--- src/hdl/tsdr_pkg.sv ---
// Shared types and constants for the text screen diff refresher.
// No dependencies; tsdr_cfg, tsdr_ctrl and the top level import this package.
package tsdr_pkg;

	localparam int PADDR_W = 4;
	localparam int PDATA_W = 32;

	localparam logic [7:0] WIDTH_RST  = 8'd80;
	localparam logic [6:0] HEIGHT_RST = 7'd25;

	localparam logic [1:0] REG_WIDTH  = 2'd0;
	localparam logic [1:0] REG_HEIGHT = 2'd1;
	localparam logic [1:0] REG_IGN_BG = 2'd2;

	localparam logic [7:0] GLYPH_SPACE = 8'd32;
	localparam logic [7:0] MASK_FG     = 8'h0F;
	localparam logic [7:0] MASK_ALL    = 8'hFF;

	// result slots of one scan, in emission order
	localparam int SLOTS  = 5;
	localparam int SLOT_W = 3;
	localparam logic [SLOT_W-1:0] SLOT_FRAME  = 3'd0;
	localparam logic [SLOT_W-1:0] SLOT_ROW    = 3'd1;
	localparam logic [SLOT_W-1:0] SLOT_SKIP   = 3'd2;
	localparam logic [SLOT_W-1:0] SLOT_COLOUR = 3'd3;
	localparam logic [SLOT_W-1:0] SLOT_GLYPH  = 3'd4;

	typedef enum logic [1:0] {
		MODE_WRITE = 2'd0,
		MODE_CLEAR = 2'd1,
		MODE_INVAL = 2'd2,
		MODE_SCAN  = 2'd3
	} mode_t;

	typedef enum logic [2:0] {
		CMD_MOVE       = 3'd0,
		CMD_FORE3      = 3'd1,
		CMD_HL_BACK    = 3'd2,
		CMD_FORE_BACK  = 3'd3,
		CMD_BACK       = 3'd4,
		CMD_FORE3_BACK = 3'd5,
		CMD_GLYPH      = 3'd6,
		CMD_REFRESH    = 3'd7
	} cmd_t;

	typedef enum logic [2:0] {
		ST_IDLE,
		ST_WRITE,
		ST_PREP,
		ST_CLAMP,
		ST_DIV,
		ST_READ,
		ST_EMIT,
		ST_CLEAR
	} state_t;

	typedef struct packed {
		logic [7:0] width;
		logic [6:0] height;
		logic       ign_bg;
		logic       upd;
	} cfg_t;

endpackage

--- src/hdl/tsdr_ctrl.sv ---
// Sequencer: cell writes, clearing sweeps, scan read-modify-write and result beats.
// Depends on tsdr_pkg; drives the ports of the two tsdr_ram stores.
module tsdr_ctrl #(
	parameter int CELL_COUNT = 8192,
	localparam int POS_W = $clog2(CELL_COUNT)
) (
	input  logic                 clk,
	input  logic                 arst_n,
	input  logic                 start,
	output logic                 busy,
	input  logic [1:0]           mode,
	input  logic [6:0]           col,
	input  logic [5:0]           row,
	input  logic [7:0]           glyph,
	input  logic [7:0]           attribute,
	input  tsdr_pkg::cfg_t       cfg,
	output logic                 cur_we,
	output logic [POS_W-1:0]     cur_waddr,
	output logic [15:0]          cur_wdata,
	output logic                 old_we,
	output logic [POS_W-1:0]     old_waddr,
	output logic [15:0]          old_wdata,
	output logic                 rd_en,
	output logic [POS_W-1:0]     rd_addr,
	input  logic [15:0]          cur_rdata,
	input  logic [15:0]          old_rdata,
	output logic                 strobe,
	output logic [2:0]           command,
	output logic [6:0]           cursor_col,
	output logic [5:0]           cursor_row,
	output logic [3:0]           fore,
	output logic [3:0]           back,
	output logic [7:0]           out_glyph,
	output logic                 last
);

	import tsdr_pkg::*;

	localparam int CNT_W = POS_W + 1;
	localparam int DIV_W = $clog2(POS_W);
	localparam int COL_W = 8;
	localparam int ROW_W = 7;

	state_t state_q, state_d;
	mode_t  in_mode;
	logic   accept;
	logic   stale_eff;

	logic [POS_W-1:0] pos_q;
	logic [COL_W-1:0] col_q;
	logic [ROW_W-1:0] row_q;
	logic [CNT_W-1:0] cells_q;
	logic             stale_q;
	logic [7:0]       last_colour_q;
	logic             in_run_q;

	logic [COL_W-1:0] rem_q;
	logic [POS_W-1:0] quo_q;
	logic [DIV_W-1:0] div_cnt_q;
	logic [POS_W-1:0] clr_q;
	logic             clr_old_q;

	logic [6:0] wr_col_q;
	logic [5:0] wr_row_q;
	logic [7:0] wr_glyph_q;
	logic [7:0] wr_attr_q;

	logic [SLOTS-1:0] mask_q;
	logic [7:0]       sl_lc_q;
	logic [7:0]       sl_attr_q;
	logic [7:0]       sl_glyph_q;
	logic [COL_W-1:0] sl_col_q;
	logic [ROW_W-1:0] sl_row_q;
	logic             sl_final_q;
	cmd_t             sl_ccmd_q;

	logic       strobe_q;
	cmd_t       command_q;
	logic [6:0] cursor_col_q;
	logic [5:0] cursor_row_q;
	logic [3:0] fore_q;
	logic [3:0] back_q;
	logic [7:0] out_glyph_q;
	logic       last_q;

	logic [7:0]       w_eff;
	logic [6:0]       h_eff;
	logic [14:0]      prod;
	logic [CNT_W-1:0] cells_c;
	logic [POS_W-1:0] pos_cl;
	logic [13:0]      wr_off;
	logic             wr_ok;
	logic             div_done;
	logic [8:0]       trial;
	logic             ge;
	logic [COL_W-1:0] rem_nx;
	logic [POS_W-1:0] quo_nx;

	logic [7:0]       amask;
	logic [7:0]       attr;
	logic [7:0]       oattr;
	logic             first;
	logic             final_c;
	logic [7:0]       lc_eff;
	logic             run_eff;
	logic             changed;
	logic [7:0]       diff;
	logic             colour_on;
	cmd_t             ccmd;
	logic [SLOTS-1:0] mask_c;
	logic [COL_W-1:0] col_inc;

	logic [SLOT_W-1:0] sel;
	logic [SLOTS-1:0]  mask_left;

	cmd_t       beat_cmd;
	logic [6:0] beat_col;
	logic [5:0] beat_row;
	logic [7:0] beat_colour;
	logic [7:0] beat_glyph;

	assign in_mode   = mode_t'(mode);
	assign accept    = start & ~busy;
	assign stale_eff = stale_q | cfg.upd;

	assign w_eff = (cfg.width == 8'd0) ? 8'd1 : cfg.width;
	assign h_eff = (cfg.height == 7'd0) ? 7'd1 : cfg.height;
	assign prod  = 15'(w_eff) * 15'(h_eff);
	assign cells_c = (32'(prod) >= 32'(CELL_COUNT)) ? CNT_W'(CELL_COUNT) : CNT_W'(prod);
	assign pos_cl  = ({1'b0, pos_q} >= cells_q) ? POS_W'(cells_q - CNT_W'(1)) : pos_q;

	assign wr_off = 14'(wr_row_q) * 14'(w_eff) + 14'(wr_col_q);
	assign wr_ok  = ({1'b0, wr_col_q} < w_eff) && ({1'b0, wr_row_q} < h_eff)
		&& (32'(wr_off) < 32'(CELL_COUNT));

	// restoring divide of the scan position by the width, one quotient bit a cycle
	assign div_done = (div_cnt_q == DIV_W'(POS_W - 1));
	assign trial    = {rem_q, quo_q[POS_W-1]};
	assign ge       = (trial >= {1'b0, w_eff});
	assign rem_nx   = ge ? COL_W'(trial - {1'b0, w_eff}) : COL_W'(trial);
	assign quo_nx   = {quo_q[POS_W-2:0], ge};

	// scan evaluation on the data returned by the stores
	assign amask   = cfg.ign_bg ? MASK_FG : MASK_ALL;
	assign attr    = cur_rdata[7:0] & amask;
	assign oattr   = old_rdata[7:0] & amask;
	assign first   = (pos_q == '0);
	assign final_c = ({1'b0, pos_q} == cells_q - CNT_W'(1));
	assign lc_eff  = first ? attr : last_colour_q;
	assign run_eff = first | in_run_q;
	assign changed = (cur_rdata[15:8] != old_rdata[15:8]) || (attr != oattr);
	assign diff    = lc_eff ^ attr;
	assign col_inc = col_q + COL_W'(1);

	always_comb begin
		colour_on = 1'b1;
		case ({|diff[6:4], diff[3], |diff[2:0]})
			3'b000: begin
				colour_on = 1'b0;
				ccmd      = CMD_FORE3;
			end
			3'b001:         ccmd = CMD_FORE3;
			3'b010, 3'b110: ccmd = attr[3] ? CMD_HL_BACK : CMD_FORE_BACK;
			3'b011, 3'b111: ccmd = CMD_FORE_BACK;
			3'b100:         ccmd = CMD_BACK;
			default:        ccmd = CMD_FORE3_BACK;
		endcase
	end

	always_comb begin
		mask_c              = '0;
		mask_c[SLOT_FRAME]  = first;
		mask_c[SLOT_ROW]    = (col_q == '0);
		mask_c[SLOT_SKIP]   = final_c | (changed & ~run_eff);
		mask_c[SLOT_COLOUR] = ~final_c & changed & colour_on;
		mask_c[SLOT_GLYPH]  = ~final_c & changed;
	end

	always_comb begin
		sel = '0;
		for (int i = SLOTS - 1; i >= 0; i--) begin
			if (mask_q[i]) sel = SLOT_W'(i);
		end
		mask_left      = mask_q;
		mask_left[sel] = 1'b0;
	end

	// next state
	always_comb begin
		state_d = state_q;
		case (state_q)
			ST_IDLE: begin
				if (accept) begin
					case (in_mode)
						MODE_WRITE:             state_d = ST_WRITE;
						MODE_CLEAR, MODE_INVAL: state_d = ST_CLEAR;
						MODE_SCAN:              state_d = stale_eff ? ST_PREP : ST_READ;
						default:                state_d = ST_IDLE;
					endcase
				end
			end
			ST_WRITE: state_d = ST_IDLE;
			ST_PREP:  state_d = ST_CLAMP;
			ST_CLAMP: state_d = ST_DIV;
			ST_DIV: begin
				if (div_done) state_d = ST_READ;
			end
			ST_READ:  state_d = (mask_c != '0) ? ST_EMIT : ST_IDLE;
			ST_EMIT: begin
				if (mask_left == '0) state_d = ST_IDLE;
			end
			ST_CLEAR: begin
				if (clr_q == POS_W'(CELL_COUNT - 1)) state_d = ST_IDLE;
			end
			default:  state_d = ST_IDLE;
		endcase
	end

	// store ports and handshake
	always_comb begin
		busy      = (state_q != ST_IDLE);
		rd_addr   = pos_q;
		rd_en     = ((state_q == ST_IDLE) && accept && (in_mode == MODE_SCAN) && !stale_eff)
			|| ((state_q == ST_DIV) && div_done);
		cur_we    = ((state_q == ST_WRITE) && wr_ok) || (state_q == ST_CLEAR);
		cur_waddr = (state_q == ST_CLEAR) ? clr_q : POS_W'(wr_off);
		cur_wdata = (state_q == ST_CLEAR) ? 16'd0 : {wr_glyph_q, wr_attr_q};
		old_we    = (state_q == ST_READ) || ((state_q == ST_CLEAR) && clr_old_q);
		old_waddr = (state_q == ST_CLEAR) ? clr_q : pos_q;
		old_wdata = (state_q == ST_CLEAR) ? 16'd0 : cur_rdata;
	end

	always_ff @(posedge clk or negedge arst_n) begin
		if (!arst_n) begin
			state_q       <= ST_CLEAR;
			clr_q         <= '0;
			clr_old_q     <= 1'b1;
			stale_q       <= 1'b1;
			pos_q         <= '0;
			col_q         <= '0;
			row_q         <= '0;
			cells_q       <= '0;
			last_colour_q <= '0;
			in_run_q      <= 1'b1;
			mask_q        <= '0;
		end else begin
			state_q <= state_d;
			case (state_q)
				ST_IDLE: begin
					if (accept && (in_mode == MODE_CLEAR || in_mode == MODE_INVAL)) begin
						clr_q     <= '0;
						clr_old_q <= (in_mode == MODE_INVAL);
					end
				end
				ST_PREP:  cells_q <= cells_c;
				ST_CLAMP: pos_q <= pos_cl;
				ST_DIV: begin
					if (div_done) begin
						col_q <= rem_nx;
						row_q <= ROW_W'(quo_nx);
					end
				end
				ST_READ: begin
					mask_q        <= mask_c;
					last_colour_q <= (~final_c & changed) ? attr : lc_eff;
					in_run_q      <= final_c ? run_eff : changed;
					if (final_c) begin
						pos_q <= '0;
						col_q <= '0;
						row_q <= '0;
					end else begin
						pos_q <= pos_q + POS_W'(1);
						if (col_inc == w_eff) begin
							col_q <= '0;
							row_q <= row_q + ROW_W'(1);
						end else begin
							col_q <= col_inc;
						end
					end
				end
				ST_EMIT:  mask_q <= mask_left;
				ST_CLEAR: clr_q <= clr_q + POS_W'(1);
				default: ;
			endcase
			if (cfg.upd) begin
				stale_q <= 1'b1;
			end else if (state_q == ST_DIV && div_done) begin
				stale_q <= 1'b0;
			end
		end
	end

	// datapath registers without reset
	always_ff @(posedge clk) begin
		if (state_q == ST_IDLE && accept) begin
			wr_col_q   <= col;
			wr_row_q   <= row;
			wr_glyph_q <= glyph;
			wr_attr_q  <= attribute;
		end
		if (state_q == ST_CLAMP) begin
			rem_q     <= '0;
			quo_q     <= pos_cl;
			div_cnt_q <= '0;
		end else if (state_q == ST_DIV) begin
			rem_q     <= rem_nx;
			quo_q     <= quo_nx;
			div_cnt_q <= div_cnt_q + DIV_W'(1);
		end
		if (state_q == ST_READ) begin
			sl_lc_q    <= lc_eff;
			sl_attr_q  <= attr;
			sl_glyph_q <= (cur_rdata[15:8] == 8'd0) ? GLYPH_SPACE : cur_rdata[15:8];
			sl_col_q   <= col_q;
			sl_row_q   <= row_q;
			sl_final_q <= final_c;
			sl_ccmd_q  <= ccmd;
		end
	end

	// one result beat per cycle from the pending slots, lowest first
	always_comb begin
		beat_cmd    = CMD_MOVE;
		beat_col    = '0;
		beat_row    = '0;
		beat_colour = '0;
		beat_glyph  = '0;
		case (sel)
			SLOT_FRAME: begin
				beat_cmd    = CMD_FORE_BACK;
				beat_colour = sl_lc_q;
			end
			SLOT_ROW: begin
				beat_cmd = CMD_MOVE;
				beat_row = sl_row_q[5:0];
			end
			SLOT_SKIP: begin
				if (sl_final_q) begin
					beat_cmd = CMD_REFRESH;
				end else begin
					beat_cmd = CMD_MOVE;
					beat_col = sl_col_q[6:0];
					beat_row = sl_row_q[5:0];
				end
			end
			SLOT_COLOUR: begin
				beat_cmd    = sl_ccmd_q;
				beat_colour = sl_attr_q;
			end
			SLOT_GLYPH: begin
				beat_cmd   = CMD_GLYPH;
				beat_glyph = sl_glyph_q;
			end
			default: beat_cmd = CMD_MOVE;
		endcase
	end

	always_ff @(posedge clk or negedge arst_n) begin
		if (!arst_n) begin
			strobe_q <= 1'b0;
		end else begin
			strobe_q <= (state_q == ST_EMIT);
		end
	end

	always_ff @(posedge clk) begin
		if (state_q == ST_EMIT) begin
			command_q    <= beat_cmd;
			cursor_col_q <= beat_col;
			cursor_row_q <= beat_row;
			fore_q       <= beat_colour[3:0];
			back_q       <= beat_colour[7:4];
			out_glyph_q  <= beat_glyph;
			last_q       <= (mask_left == '0);
		end
	end

	assign strobe     = strobe_q;
	assign command    = command_q;
	assign cursor_col = cursor_col_q;
	assign cursor_row = cursor_row_q;
	assign fore       = fore_q;
	assign back       = back_q;
	assign out_glyph  = out_glyph_q;
	assign last       = last_q;

	a_idle_no_pending: assert property (@(posedge clk) disable iff (!arst_n)
		(state_q == ST_IDLE) |-> (mask_q == '0))
		else $error("result slots pending while idle");

	a_last_ends_item: assert property (@(posedge clk) disable iff (!arst_n)
		(strobe_q && last_q) |-> (state_q == ST_IDLE))
		else $error("final beat shown while sequencer still busy");

	a_pos_in_frame: assert property (@(posedge clk) disable iff (!arst_n)
		(!stale_q && state_q == ST_IDLE) |-> ({1'b0, pos_q} < cells_q))
		else $error("scan position outside frame");

	a_col_in_row: assert property (@(posedge clk) disable iff (!arst_n)
		(!stale_q && state_q == ST_IDLE) |-> (col_q < w_eff))
		else $error("column tracker outside row");

	a_scan_reads_once: assert property (@(posedge clk) disable iff (!arst_n)
		(state_q == ST_READ) |-> $past(rd_en))
		else $error("scan evaluated without a store read");

endmodule

--- config.mk ---
export PLATFORM = sky130hd
export DESIGN_NAME = tsdr_ctrl
export DESIGN_NICKNAME = d
export VERILOG_FILES = /design/src/hdl/tsdr_pkg.sv /design/src/hdl/tsdr_ctrl.sv
export SDC_FILE = /design/constraint.sdc
export NUM_CORES = 1
export LEC_CHECK = 0
export ABC_AREA = 1
export BUFFER_PORTS_ARGS = -buffer_cell sky130_fd_sc_hd__buf_2
export CAP_MARGIN = 15
export CORE_MARGIN = 2
export CORE_UTILIZATION = 57
export DETAILED_ROUTE_END_ITERATION = 8
export HOLD_SLACK_MARGIN = 0.12
export PLACE_DENSITY = 0.79
export SLEW_MARGIN = 10
export SYNTH_ARGS = -nofsm -noshare
export SYNTH_HDL_FRONTEND = slang
export SYNTH_SLANG_ARGS = --single-unit
--- constraint.sdc ---
create_clock -name clk -period 6.95 [get_ports clk]
set_input_delay 0.695 -clock clk [delete_from_list [all_inputs] [get_ports clk]]
set_output_delay 0.695 -clock clk [all_outputs]
set_load 0.01 [all_outputs]
==> impl_metrics.ini <==
[sta]
report.final.slew_viol_count = 0
setup_ws_ns = 0.434
finalWorstPathRequiredPeriod_ns = 6.52
slew_headroom_pct = 30.9
rsz0062_at_grt = no
setup-tns-final_ns = 0
setup_viol = 0
fmax_mhz = 153
period_share_pct = 93.8
hold_viol_final = 0
tightest_slew_ns = 1.04
fin_worst_skew_ns = 0.00807

[layout]
antenna_cells = 0
final_nets = 2292
final_cell_mix = nand2_1 (468), inv_1 (320), buf_2 (190)
final_area_um2 = 17000
final_common_cell = nand2_1
drive_gt1_share_pct = 14.0
area_growth_pct = 13.1
post-route-util_pct = 65.3

[synthesis]
syn_area_um2 = 15000
yosysWarnings = 0
async_flop_share_pct = 36.6
synth_cell_types = 58
yosysSeqAreaShare_pct = 37.2
syn_nets = 2124
ys_ff_latch = 202
synthCells = 1872
synth_edf_count = 116
avgSynthCellArea_um2 = 8.01
synthFlopType = edfxtp_1

[clock_network]
post-cts-setup-buffers = 0
insertion_delay_ns = 0.52
numCtsBuffers = 23
cts_hold_buffers = 0
clk_pin_slew_ns = 0.06
clock_sinks = 202
clockBufferDepth = 3
cts_max_level = 1
cts_tree = done
root_buffer = clkbuf_16
ctsResizeCount = 0

[setup_path]
crit_required_ns = 6.25
reg2reg_from = state_q[1]
r2r_cells = 6
worst-setup-path-type = in -> out
rr_endpoint = rem_q[4]
rrSetupSlack_ns = 3.81
start_kind = input pin
arrival_ns = 5.82
crit_fanout = 14
cp-end-kind = output port

[grt]
grt_usage_pct = 28.4
grt-ovfl-total = 0
grt_pass1_vias = 13000
grt_pass1_wl_um = 64100
grt_start_max_net_pins = 81
grt_antenna_before_repair = 0

[placement]
dp_hpwl_um = 30200
place_ws_ns = 0.530
dpl_cell_area_um2 = 16200
place.gp.congestion = 0.959
port_buffers = 191

[die]
die_y_um = 166
die_w_um = 166
io-pin-count = 192
rows = 59
dieArea_um2 = 27600
core_area_um2 = 26000
start_util_pct = 57.7

[power]
powerDensity_nw_per_um2 = 417
p_comb_share_pct = 54.2
clockPowerShare_pct = 16.5
totalPowerFinal_mw = 7.08
ir_drop_mv = 0.272
p_int_mw = 3.78
sw_frac_of_total_pct = 46.6
sequentialPowerShare_pct = 29.4
p_sw_mw = 3.30
power.leakage_nw = 8.96

[drt]
post_drt_via_cell_ratio = 5.51
dr.pass1.iters = 7
drt_iter0_drc = 1307
drc = 0
wl_per_cell_um = 16.5
ant_nets = 0
routed_wl_um = 39400
via_count = 13200

[job]
max_cap_violations = 0

[status]
status = finished clean

[min_path]
hold_path.class = in -> async
==> through the flow <==
stage                     hold slack (ns)  instances
after floorplan                     0.399       1872
after global placement              0.445       2349
after detailed placement            0.452       2349
after CTS                           0.329       2391
after global routing                0.327       2392
final                               0.312       2392
==> layer usage <==
layer | wire length [um] | vias up | global-route usage [%]
met2 | 19100 | 470 | 48.6
met5 | 0 | - | 0
met1 | 16400 | 6227 | 36.8
met3 | 2350 | 98 | 3.86
li1 | - | 6383 | -
met4 | 1630 | 0 | 10.9
==> cell families after synthesis <==
logic type | synth area share (%)
adders and majority gates | 17.1
muxes | 0.150
and+or+nand+nor | 23.4
buffers and inverters | 9.92
DFF | 37.2
xor gates and xnor gates | 2.78
AOI/OAI and AO/OA | 9.53
==> cell usage after synthesis (11+ instances only) <==
master      n  share of area (%)
xor2_1     34                2.0
dfxtp_1    12                1.6
xnor2_1    11               0.64
dfrtp_1    68                 11
nor3_1     22               0.73
nand3_1   114                3.8
nand2_1   468                 12
inv_1     320                8.0
nor2_1    135                3.4
edfxtp_1  116                 23
o21ai_1    12               0.40
clkbuf_1   45                1.1
ha_1      110                9.2
fa_1       59                7.9
nand4_1    31                1.3
a21oi_1    74                2.5
o211ai_1   22                1.1
o21ai_0   107                3.6
==> sequential cells by signal (all words and copies together) (netlist names), 13 cells and up <==
signal and count:
rd_addr 13, quo_q 13, clr_q 13, cells_q 14
==> how the worst max path moves through the flow <==
| stage | from | end | depth (start not counted) |
|---|---|---|---|
| floorplan | cfg[10] | cur_waddr[10] | 22 |
| global placement | cfg[10] | cur_waddr[10] | 24 |
| detailed placement | cfg[10] | cur_waddr[10] | 26 |
| CTS | cfg[10] | cur_waddr[10] | 26 |
| global route | cfg[10] | cur_waddr[10] | 26 |
| finish | cfg[10] | cur_waddr[10] | 26 |
==> power groups by stage <==
stage | clock [mW] | combinational (mW) | sequential [mW]
floorplan | 0 | 2.67 | 2.04
global placement | 0 | 3.69 | 2.07
detailed placement | 0 | 3.78 | 2.09
CTS | 1.18 | 3.81 | 2.07
global route | 1.23 | 4.34 | 2.12
finish | 1.17 | 3.83 | 2.08
==> worst max-delay path, cell delays in order <==
cell and delay, ns:
buf_2 0.21, inv_1 0.22, nand4_1 0.14, o21bai_2 0.36, clkinv_1 0.34, nor2_1 0.17, ha_1 0.16, inv_1 0.06
fa_1 0.50, inv_1 0.06, fa_1 0.52, inv_1 0.05, fa_1 0.50, inv_1 0.04, ha_1 0.33, inv_1 0.08
o21ai_0 0.30, nand3_1 0.13, nand2_1 0.10, a21oi_1 0.04, inv_1 0.10, a31oi_1 0.09, or2_2 0.28, nand3_1 0.11
nand2_1 0.07, buf_2 0.14
==> layout make-up <==
cell class	instances	area [um2]
clock buffers	32	629
clock inverters	10	95.1
fillers	2214	9030
inverters	332	1250
multi-input cells	1281	7960
flip-flops and latches	202	5580
well taps	335	419
repair buffers	200	1030
No activity file was read; power rests on OpenSTA's default activity.
