==> src/hdl/tsdr_pkg.sv <==
// Shared types and constants for the text screen diff refresher.
// No dependencies; tsdr_cfg, tsdr_ctrl and the top level import this package.
package tsdr_pkg;

	localparam int PADDR_W = 4;
	localparam int PDATA_W = 32;

	localparam logic [7:0] WIDTH_RST  = 8'd80;
	localparam logic [6:0] HEIGHT_RST = 7'd25;

	localparam logic [1:0] REG_WIDTH  = 2'd0;
	localparam logic [1:0] REG_HEIGHT = 2'd1;
	localparam logic [1:0] REG_IGN_BG = 2'd2;

	localparam logic [7:0] GLYPH_SPACE = 8'd32;
	localparam logic [7:0] MASK_FG     = 8'h0F;
	localparam logic [7:0] MASK_ALL    = 8'hFF;

	// result slots of one scan, in emission order
	localparam int SLOTS  = 5;
	localparam int SLOT_W = 3;
	localparam logic [SLOT_W-1:0] SLOT_FRAME  = 3'd0;
	localparam logic [SLOT_W-1:0] SLOT_ROW    = 3'd1;
	localparam logic [SLOT_W-1:0] SLOT_SKIP   = 3'd2;
	localparam logic [SLOT_W-1:0] SLOT_COLOUR = 3'd3;
	localparam logic [SLOT_W-1:0] SLOT_GLYPH  = 3'd4;

	typedef enum logic [1:0] {
		MODE_WRITE = 2'd0,
		MODE_CLEAR = 2'd1,
		MODE_INVAL = 2'd2,
		MODE_SCAN  = 2'd3
	} mode_t;

	typedef enum logic [2:0] {
		CMD_MOVE       = 3'd0,
		CMD_FORE3      = 3'd1,
		CMD_HL_BACK    = 3'd2,
		CMD_FORE_BACK  = 3'd3,
		CMD_BACK       = 3'd4,
		CMD_FORE3_BACK = 3'd5,
		CMD_GLYPH      = 3'd6,
		CMD_REFRESH    = 3'd7
	} cmd_t;

	typedef enum logic [2:0] {
		ST_IDLE,
		ST_WRITE,
		ST_PREP,
		ST_CLAMP,
		ST_DIV,
		ST_READ,
		ST_EMIT,
		ST_CLEAR
	} state_t;

	typedef struct packed {
		logic [7:0] width;
		logic [6:0] height;
		logic       ign_bg;
		logic       upd;
	} cfg_t;

endpackage

==> src/hdl/tsdr_cfg.sv <==
// APB register file: screen width, screen height, ignore-background flag.
// Depends on tsdr_pkg for register indexes and the cfg_t bundle.
module tsdr_cfg (
	input  logic                          clk,
	input  logic                          arst_n,
	input  logic                          psel,
	input  logic                          penable,
	input  logic                          pwrite,
	input  logic [tsdr_pkg::PADDR_W-1:0]  paddr,
	input  logic [tsdr_pkg::PDATA_W-1:0]  pwdata,
	output logic [tsdr_pkg::PDATA_W-1:0]  prdata,
	output logic                          pready,
	output tsdr_pkg::cfg_t                cfg
);

	import tsdr_pkg::*;

	logic [7:0] width_q;
	logic [6:0] height_q;
	logic       ign_bg_q;
	logic       wr;
	logic [1:0] idx;

	assign pready = 1'b1;
	assign wr     = psel & penable & pwrite;
	assign idx    = paddr[3:2];

	always_ff @(posedge clk or negedge arst_n) begin
		if (!arst_n) begin
			width_q  <= WIDTH_RST;
			height_q <= HEIGHT_RST;
			ign_bg_q <= 1'b0;
		end else if (wr) begin
			case (idx)
				REG_WIDTH:  width_q  <= pwdata[7:0];
				REG_HEIGHT: height_q <= pwdata[6:0];
				REG_IGN_BG: ign_bg_q <= pwdata[0];
				default: ;
			endcase
		end
	end

	always_comb begin
		case (idx)
			REG_WIDTH:  prdata = {24'd0, width_q};
			REG_HEIGHT: prdata = {25'd0, height_q};
			REG_IGN_BG: prdata = {31'd0, ign_bg_q};
			default:    prdata = '0;
		endcase
	end

	assign cfg.width  = width_q;
	assign cfg.height = height_q;
	assign cfg.ign_bg = ign_bg_q;
	assign cfg.upd    = wr;

endmodule

==> config.mk <==
export PLATFORM = sky130hd
export DESIGN_NAME = tsdr_cfg
export DESIGN_NICKNAME = d
export VERILOG_FILES = /design/src/hdl/tsdr_pkg.sv /design/src/hdl/tsdr_cfg.sv
export SDC_FILE = /design/constraint.sdc
export NUM_CORES = 1
export LEC_CHECK = 0
export BUFFER_PORTS_ARGS = -buffer_cell sky130_fd_sc_hd__buf_4
export CELL_PAD_IN_SITES_DETAIL_PLACEMENT = 1
export CELL_PAD_IN_SITES_GLOBAL_PLACEMENT = 1
export CORE_UTILIZATION = 26
export CTS_BUF_LIST = sky130_fd_sc_hd__clkbuf_4
export DETAILED_ROUTE_END_ITERATION = 12
export PLACE_DENSITY_LB_ADDON = 0.3
export REMOVE_ABC_BUFFERS = 1
export SLEW_MARGIN = 15
export SYNTH_ARGS = -nofsm -noshare
export SYNTH_HDL_FRONTEND = slang
export SYNTH_SLANG_ARGS = --single-unit
export TNS_END_PERCENT = 10
==> constraint.sdc <==
create_clock -name clk -period 1 [get_ports clk]
set_input_delay 0.2 -clock clk [delete_from_list [all_inputs] [get_ports clk]]
set_output_delay 0.2 -clock clk [all_outputs]
set_load 0.005 [all_outputs]
==> results of run 1 <==
## routing by layer
metal / vias up / track usage, %
met2: 30 / 20.6
li1: 332 / -
met5: - / 0
met1: 363 / 13.0
met4: 0 / 5.11
met3: 0 / 3.57
## area by class of cell
type,count,area (µm²),area share (%)
inverter,1,3.75,0.262
clock buffer,3,22.5,1.57
timing repair buffer,55,468,32.7
tap,48,60.1,4.20
clock inverter,1,3.75,0.262
sequential,16,407,28.4
multi-input combinational,61,465,32.5
## repair_timing
item | 4_1_cts | 5_1_grt
pin swaps | 0 | 0
hold buffers | 1 | 0
gates resized for setup | 9 | 8
hold endpoints to repair | 16 | 0
setup endpoints to repair | 29 | 34
## worst max-delay path, cell delays in order, from the launching register on
cell,delay (ns)
sky130_fd_sc_hd__dfstp_2,0.54
sky130_fd_sc_hd__mux2i_1,0.06
sky130_fd_sc_hd__o21ai_1,0.15
sky130_fd_sc_hd__buf_4,0.13
## path summary, 6_finish.rpt
kind,from,end
max in group asynchronous,arst_n,width_q[4]$_DFFE_PN1P_
setup reg to reg,width_q[0]$_DFFE_PN0P_,width_q[0]$_DFFE_PN0P_
hold reg to reg,width_q[7]$_DFFE_PN0P_,width_q[7]$_DFFE_PN0P_
min in group asynchronous,arst_n,height_q[2]$_DFFE_PN0P_
setup / recovery,height_q[0]$_DFFE_PN1P_,prdata[0]
hold / removal,pwdata[7],width_q[7]$_DFFE_PN0P_
## through the flow
| stage | hold slack (ns) | cell area [µm²] | util, % | TNS [ns] |
|---|---|---|---|---|
| after floorplan | -0.0956 | 863 | - | -3.17 |
| after global placement | 0.0710 | 1330 | 36.0 | -4.88 |
| after detailed placement | 0.0748 | 1330 | 36.0 | -5.05 |
| after CTS | 0.130 | 1400 | 37.8 | -4.30 |
| after global routing | 0.112 | 1430 | 38.8 | -5.33 |
| final | 0.143 | 1430 | 38.8 | -3.80 |
## power by group through the flow
stage	logic (µW)	registers, µW	clock network (µW)
finish	912	956	361
CTS	884	951	382
detailed placement	838	947	0
global placement	817	946	0
global route	988	980	415
floorplan	284	959	0
## cell usage after synthesis (all sizes together), types with 2 or more instances
cell | n | area, µm²
mux2i | 7 | 70.1
buf | 30 | 224
mux2 | 16 | 210
dfstp | 5 | 131
nor2 | 6 | 22.5
nor3b | 3 | 27.5
conb | 2 | 7.51
dfrtp | 11 | 275
## registers in the layout (all words and copies together), names as in the netlist
register,cells
width_q,8
height_q,7
ign_bg_q,1
## cells by family (layout without fill, tap and decap cells)
family                 after synthesis  after routing  synth area share (%)
AND/OR/NAND/NOR                     12             12                  7.37
other                                2             25                 0.750
buffers and inverters               31             60                  22.7
AO/OA/AOI/OAI                        1              1                 0.500
flip-flops                          16             16                  40.6
multiplexers                        23             23                  28.0
## cell usage in the layout, fill, tap and decap left out
cell	instances
sky130_fd_sc_hd__nand3_4	1
sky130_fd_sc_hd__buf_4	40
sky130_fd_sc_hd__mux2_2	8
sky130_fd_sc_hd__dfrtp_1	11
sky130_fd_sc_hd__nor3b_2	1
sky130_fd_sc_hd__inv_1	1
sky130_fd_sc_hd__mux2_4	8
sky130_fd_sc_hd__dlygate4sd3_1	1
sky130_fd_sc_hd__nor2_1	6
sky130_fd_sc_hd__nor3b_1	2
sky130_fd_sc_hd__buf_6	14
sky130_fd_sc_hd__conb_1	25
sky130_fd_sc_hd__clkbuf_4	3
sky130_fd_sc_hd__or3_4	1
sky130_fd_sc_hd__mux2i_1	7
sky130_fd_sc_hd__dfstp_2	5
sky130_fd_sc_hd__o21ai_1	1
sky130_fd_sc_hd__clkinv_1	1
sky130_fd_sc_hd__nand3b_1	1
==> impl_metrics.yaml, run 1 <==
pwr:
  peakVddDrop_uv: 633
  leakage_uw: 0.000753
  pwr-share-seq_pct: 42.9
  p_sw_uw: 628
  post-layout-total-power_uw: 2230
  netSwitchingFraction_pct: 28.2
  power_density_mw_per_mm2: 1560
  power.combinational.fraction_pct: 40.9
  power.internal_uw: 1600
  power.share.clock_pct: 16.2
synthesis:
  synthCells: 85
  dominantRegCellSynth: "sky130_fd_sc_hd__dfrtp_1"
  yosysWarningCount: 0
  synth_enable_flop_cells: 0
  post_synth_instance_area_mm2: 0.00100
  ys_async_sr_fraction_pct: 100
  synth_sequential_area_ratio_pct: 40.6
  synth_cell_types: 17
  synth.ff_latch_count: 16
  avg_inst_size_synth_um2: 11.8
clock_network:
  clkSinkCount: 16
  root_buffer: "sky130_fd_sc_hd__clkbuf_4"
  cts_h_tree_depth: 1
  clock_pin_slew_worst_setup_and_hold_paths_ns: 0.10
  clock_latency_ns: 0.29
  cts_made_buffers: 3
  clk_path_buf_depth: 2
  tritoncts: "built"
  cts_setup_buffers: 0
timing:
  grt_setup_unrepaired: "yes"
  timing.final.ws_setup_ns: -0.373
  timing.clock.skew_ns: 0
  post_route_fraction_of_the_period_consumed_by_the_critical_path_pct: 137
  fmax_ghz: 0.728
  post-route-min-period_ns: 1.37
  timing.final.max_slew_violations: 0
  final_hold_viol_count: 0
  setup_violations: 25
placed_design:
  gp_congestion: 0.616
  post-place-ws_ns: -0.335
  dp.final_hpwl_um: 1840
  place.detailed.instances: 180
  numPortBuffers: 39
min_path:
  hold_path_class: "input pin to flip-flop"
  min_path_cells: 2
detailed_routing:
  routed.top_layer: "met3"
  detail_route.wirelength.met1_um: 958
  finalWirelength_um: 2320
  drc_errors: 0
  drtPass1Iterations: 2
  route.vias.total: 725
  postRouteAntennaNets: 0
  wl_met3_um: 157
  met2_layer_wire_length_in_the_routed_design_um: 1200
  drt_iter0_markers: 1
  via_per_inst: 3.92
  wl_per_cell_um: 12.5
global_routing:
  grt_pass1_vias: 758
  grt_first_pass_wirelength_um: 3630
  globalRoute.totalOverflow: 0
  pin_count_of_the_biggest_net_entering_global_routing: 17
  gr-usage-all-layers_pct: 11.8
  grt_antenna_before_repair: 0
final_layout:
  areaGrowthSynthToFinish_pct: 42.9
  n_antenna_cell: 0
  finish.net_count: 179
  layoutNonFillerInstCount: 185
  final_layout_size_suffix_gt1_share_pct: 59.1
  fillers: 418
worst_setup_path:
  worst-r2r-setup-slack_ns: 0.13
  critPathRequiredTime_ns: 0.80
  endpoint_type_of_the_worst_setup_path: "output pin"
  path_max_fanout: 2
  setup.worst_path.class: "flip-flop to output pin"
  r2r.worst_path.cells: 2
  critical_path_arrival_ns: 1.17
  setup.worst_path.start_class: "flip-flop"
die:
  fp.dieH_um: 64.0
  effective_utilization_at_floorplan_pct: 27.1
  die-width_um: 64.0
  floorplan.die_area_mm2: 0.00410
  core-area_mm2: 0.00369
  num_rows: 22
  io_pins: 91
outcome:
  status: "finished, violations left"
  violations: "setup timing"
flow_run:
  maxCapViolCount: 0
Power figures use the tool's default switching activity.
==> run 2: changes to the inputs <==
RECOVER_POWER = 50   (was not set)
==> run 2 against run 1 <==
Against the previous run: the run still ends with setup timing left; clock skew unchanged; hold slack stayed put; critical path depth unchanged.
==> impl_metrics.yaml, run 2 (synthesized netlist as in run 1, its figures left out) <==
final_layout:
  postLayoutCoreUtil_pct: 38.7
  fillers: 418
  registers.top_by_ff_count: "width_q"
  n_antenna_cell: 0
  finish.net_count: 179
  areaGrowthSynthToFinish_pct: 42.6
  layoutNonFillerInstCount: 185
  biggestRegsByFlops: "width_q x8, height_q x7, ign_bg_q x1"
  stdcell_area_mm2: 0.00143
  leading_cell_types_in_the_layout_fill_and_taps_excluded: "sky130_fd_sc_hd__buf_4, sky130_fd_sc_hd__conb_1, sky130_fd_sc_hd__buf_6, sky130_fd_sc_hd__dfrtp_1"
  final_layout_size_suffix_gt1_share_pct: 59.1
  layout.cells.most_common: "sky130_fd_sc_hd__buf_4"
  largest_reg_flops: 8
clock_network:
  cts_h_tree_depth: 1
  cts_setup_buffers: 0
  clk_path_buf_depth: 2
  cts_made_buffers: 3
  clkSinkCount: 16
  clock_latency_ns: 0.29
  clock_pin_slew_worst_setup_and_hold_paths_ns: 0.10
  tritoncts: "built"
  root_buffer: "sky130_fd_sc_hd__clkbuf_4"
detailed_routing:
  routed.top_layer: "met3"
  drtPass1Iterations: 2
  detail_route.wirelength.met1_um: 955
  drt_iter0_markers: 1
  met2_layer_wire_length_in_the_routed_design_um: 1200
  drc_errors: 0
  wl_per_cell_um: 12.5
  via_per_inst: 3.92
  wl_met3_um: 157
  finalWirelength_um: 2320
  route.vias.total: 726
  postRouteAntennaNets: 0
min_path:
  hold_path.startpoint: "pwdata[7]"
  hold_path_class: "input pin to flip-flop"
  min_path_cells: 2
  worst_hold_path.endpoint: "width_q[7]$_DFFE_PN0P_"
timing:
  setup_tns_ns: -3.79
  timing.clock.skew_ns: 0
  setup_violations: 25
  timing.final.ws_setup_ns: -0.371
  timing.final.max_slew_violations: 0
  post-route-min-period_ns: 1.37
  fmax_ghz: 0.729
  final_hold_viol_count: 0
  grt_setup_unrepaired: "yes"
  post_route_fraction_of_the_period_consumed_by_the_critical_path_pct: 137
placed_design:
  post-place-ws_ns: -0.335
  gp_congestion: 0.616
  place.detailed.instances: 180
  placed_area_mm2: 0.00133
  numPortBuffers: 39
  dp.final_hpwl_um: 1840
worst_setup_path:
  max_stage_delay_ns: 0.54
  path_max_fanout: 2
  r2r.worst_path.cells: 2
  setup.worst_path.class: "flip-flop to output pin"
  worstPathBufferInverterCount: 1
  setup.worst_path.start_class: "flip-flop"
  critical_path_arrival_ns: 1.17
  worst-r2r-setup-slack_ns: 0.13
  rr_startpoint: "width_q[0]$_DFFE_PN0P_"
  timing.critical_path.slowest_stage_cell: "sky130_fd_sc_hd__dfstp_2"
  endpoint_type_of_the_worst_setup_path: "output pin"
  crit_chain: "mux2i_1, o21ai_1, buf_4"
  critPathRequiredTime_ns: 0.80
  rr_endpoint: "width_q[0]$_DFFE_PN0P_"
  critical_path.top_delay_family: "flip-flops"
flow_run:
  maxCapViolCount: 0
global_routing:
  globalRoute.totalOverflow: 0
  gr-usage-all-layers_pct: 11.8
  grt_pass1_vias: 758
  pin_count_of_the_biggest_net_entering_global_routing: 17
  grt_first_pass_wirelength_um: 3630
  grt_antenna_before_repair: 0
die:
  die-width_um: 64.0
  core-area_mm2: 0.00369
  fp.dieH_um: 64.0
  effective_utilization_at_floorplan_pct: 27.1
  floorplan.die_area_mm2: 0.00410
  num_rows: 22
  io_pins: 91
pwr:
  leakage_uw: 0.000752
  peakVddDrop_uv: 627
  power_density_mw_per_mm2: 1560
outcome:
  status: "finished, violations left"
  violations: "setup timing"
[run 2: cell count changes in the layout (fill, tap and decap cells not counted), sizes merged]
cell / previous run / this run
clkbuf: 3 / 4
buf: 54 / 53
[run 2: worst reg2reg max path: stages, from the launching register on]
cell                      delay [ns]
sky130_fd_sc_hd__dfrtp_1        0.40
sky130_fd_sc_hd__buf_6          0.12
sky130_fd_sc_hd__mux2_4         0.25
[run 2: cell type report]
cell class                 count  area [µm²]  area share [%]
clock buffer                   3        22.5            1.58
clock inverter                 1        3.75           0.263
inverter                       1        3.75           0.263
multi-input combinational     61         465            32.6
sequential                    16         407            28.5
tap                           48        60.1            4.21
timing repair buffer          55         465            32.6
[run 2: what timing repair did]
item	CTS	global route
pin swaps	0	0
hold buffers	1	0
endpoints found under the setup margin	29	34
resized for setup	9	8
hold endpoints to repair	16	0
[run 2: worst max path at each step]
stage	startpoint	to	slack [ns]	depth (start not counted)
final	height_q[0]$_DFFE_PN1P_	prdata[0]	-0.37	3
after global routing	height_q[0]$_DFFE_PN1P_	prdata[0]	-0.44	3
after CTS	height_q[0]$_DFFE_PN1P_	prdata[0]	-0.38	3
after detailed placement	pwrite	width_q[1]$_DFFE_PN0P_	-0.33	5
after global placement	paddr[3]	height_q[6]$_DFFE_PN0P_	-0.32	5
after floorplan	pwrite	width_q[0]$_DFFE_PN0P_	-0.26	3
[run 2: metrics by stage]
stage,total power [µW],hold WS [ns]
6_report,2230,0.143
5_1_grt,2380,0.112
4_1_cts,2220,0.130
3_5_place_dp,1790,0.0748
3_3_place_gp,1760,0.0710
2_1_floorplan,1240,-0.0956
[run 2: power by group]
group / internal, µW / leakage (µW) / switching, µW
sequential: 831 / 0.000187 / 125
combinational: 623 / 0.000549 / 287
clock: 145 / 0.0000154 / 215
[run 2: per-layer routing]
metal	global-route usage, %	up-vias
li1	-	332
met3	3.57	0
met5	0	-
met4	5.11	0
met2	20.6	30
met1	13.0	364
==> run 3: changes to the inputs <==
SETUP_SLACK_MARGIN = 0.5   (was not set)
SLEW_MARGIN = not set   (was 15)
==> run 3 against run 2 <==
Against the previous run: the flow finishes with violations (hold timing, setup timing); total power increased by 0.14%; largest cell class is now buffers; clock skew unchanged; critical path type unchanged; largest power group unchanged; register-to-register slack about the same; global-route usage fell by 0.11 points; core utilization grew 0.41 points; die area unchanged; highest routed layer unchanged; clock power about the same; count of clock-buffer cells in the layout unchanged; via count fell by 1.2%; critical path depth did not move.
==> impl_metrics.yaml, run 3 (synthesized netlist as in run 1, its figures left out) <==
global_routing:
  grt_antenna_before_repair: 0
  gr-usage-all-layers_pct: 11.6
  gr-usage-met1_pct: 12.7
  grt_pass1_vias: 749
  grt_first_pass_wirelength_um: 3590
  use_met2_pct: 20.6
  grt_use_met3_pct: 3.57
  globalRoute.totalOverflow: 0
  gr-max-usage-layer: "met2"
  pin_count_of_the_biggest_net_entering_global_routing: 17
timing:
  post_route_fraction_of_the_period_consumed_by_the_critical_path_pct: 137
  holdWs_ns: -0.00533
  final_hold_viol_count: 4
  post-route-min-period_ns: 1.37
  tightest_slew_ns: 0.879
  max_slew_margin_pct: 41.4
  grt_setup_unrepaired: "yes"
  timing.final.max_slew_violations: 0
  timing.clock.skew_ns: 0
  fmax_ghz: 0.729
  setup_violations: 24
  timing.final.ws_setup_ns: -0.371
final_layout:
  finish.net_count: 178
  leading_cell_types_in_the_layout_fill_and_taps_excluded: "sky130_fd_sc_hd__buf_4, sky130_fd_sc_hd__conb_1, sky130_fd_sc_hd__buf_6, sky130_fd_sc_hd__dfrtp_1"
  fillers: 418
  n_antenna_cell: 0
  largest_reg_flops: 8
  areaGrowthSynthToFinish_pct: 44.1
  final_layout_size_suffix_gt1_share_pct: 59.6
  biggestRegsByFlops: "width_q x8, height_q x7, ign_bg_q x1"
  registers.top_by_ff_count: "width_q"
  layout.cells.most_common: "sky130_fd_sc_hd__buf_4"
worst_setup_path:
  max_stage_delay_ns: 0.54
  critPathRequiredTime_ns: 0.80
  worstPathBufferInverterCount: 1
  crit_chain: "mux2i_1, o21ai_1, buf_4"
  rr_endpoint: "width_q[0]$_DFFE_PN0P_"
  rr_startpoint: "width_q[0]$_DFFE_PN0P_"
  r2r.worst_path.cells: 2
  worst-r2r-setup-slack_ns: 0.13
  endpoint_type_of_the_worst_setup_path: "output pin"
  critical_path_arrival_ns: 1.17
  path_max_fanout: 2
  critical_path.top_delay_family: "flip-flops"
  setup.worst_path.class: "flip-flop to output pin"
  timing.critical_path.slowest_stage_cell: "sky130_fd_sc_hd__dfstp_2"
  setup.worst_path.start_class: "flip-flop"
detailed_routing:
  route.vias.total: 717
  via_per_inst: 3.90
  finalWirelength_um: 2290
  postRouteAntennaNets: 0
  drt_iter0_markers: 1
  wl_per_cell_um: 12.4
  drc_errors: 0
  drtPass1Iterations: 2
flow_run:
  maxCapViolCount: 0
clock_network:
  cts_made_buffers: 3
  root_buffer: "sky130_fd_sc_hd__clkbuf_4"
  clock_pin_slew_worst_setup_and_hold_paths_ns: 0.10
  clk_path_buf_depth: 2
  cts_h_tree_depth: 1
  clock_latency_ns: 0.29
  tritoncts: "built"
  clkSinkCount: 16
  cts_setup_buffers: 0
placed_design:
  numPortBuffers: 39
  gp_congestion: 0.616
  dp.final_hpwl_um: 1840
  post-place-ws_ns: -0.335
pwr:
  power_density_mw_per_mm2: 1550
  post-layout-total-power_uw: 2230
  leakage_uw: 0.000752
  peakVddDrop_uv: 629
outcome:
  status: "finished, violations left"
  violations: "hold timing, setup timing"
die:
  core-area_mm2: 0.00369
  floorplan.die_area_mm2: 0.00410
  effective_utilization_at_floorplan_pct: 27.1
  io_pins: 91
  die-width_um: 64.0
  fp.dieH_um: 64.0
  num_rows: 22
min_path:
  hold_path_class: "input pin to async pin"
-- run 3: worst register-to-register path, delay by kind of cell, from the launching register on --
| family | cells | cell delay [ns] |
|---|---|---|
| buf+inv | 1 | 0.12 |
| flops | 1 | 0.40 |
| mux | 1 | 0.25 |
-- run 3: how the worst max path moves through the flow --
stage / startpoint / to / slack [ns] / cells after the start
after floorplan: pwrite / width_q[0]$_DFFE_PN0P_ / -0.26 / 3
after global placement: paddr[3] / height_q[6]$_DFFE_PN0P_ / -0.32 / 5
after detailed placement: pwrite / width_q[1]$_DFFE_PN0P_ / -0.33 / 5
after CTS: height_q[0]$_DFFE_PN1P_ / prdata[0] / -0.38 / 3
after global routing: height_q[0]$_DFFE_PN1P_ / prdata[0] / -0.43 / 3
final: height_q[0]$_DFFE_PN1P_ / prdata[0] / -0.37 / 3
-- run 3: timing repair --
item / 4_1_cts / 5_1_grt
setup endpoints to repair: 41 / 41
endpoints found under the hold margin: 16 / 16
pin swaps: 1 / 1
resized for setup: 19 / 6
-- run 3: per-layer routing --
| layer | wire length, µm | share of wire (%) |
|---|---|---|
| met5 | 0 | 0 |
| met4 | 0 | 0 |
| met3 | 154 | 6.7 |
| met1 | 942 | 41 |
| met2 | 1190 | 52 |
-- run 3: area by class of cell --
class / count / area, µm² / share of cell area [%]
tap: 48 / 60.1 / 4.16
clock inverter: 1 / 3.75 / 0.260
sequential: 16 / 407 / 28.2
clock buffer: 3 / 22.5 / 1.56
timing repair buffer: 54 / 480 / 33.3
multi-input combinational: 61 / 465 / 32.3
inverter: 1 / 3.75 / 0.260
-- run 3: where the power goes --
group          switching (µW)  internal (µW)  leakage [µW]
registers                 124            831      0.000187
logic                     286            628      0.000549
clock network             214            145     0.0000154
-- run 3: through the flow --
stage                     cell area [µm²]  util, %  TNS, ns  std cells
after global routing                 1440     39.1    -5.25        184
after floorplan                       863        -    -3.17         78
final                                1440     39.1    -3.78        184
after global placement               1330     36.0    -4.88        180
after detailed placement             1330     36.0    -5.05        180
after CTS                            1420     38.6    -4.27        184
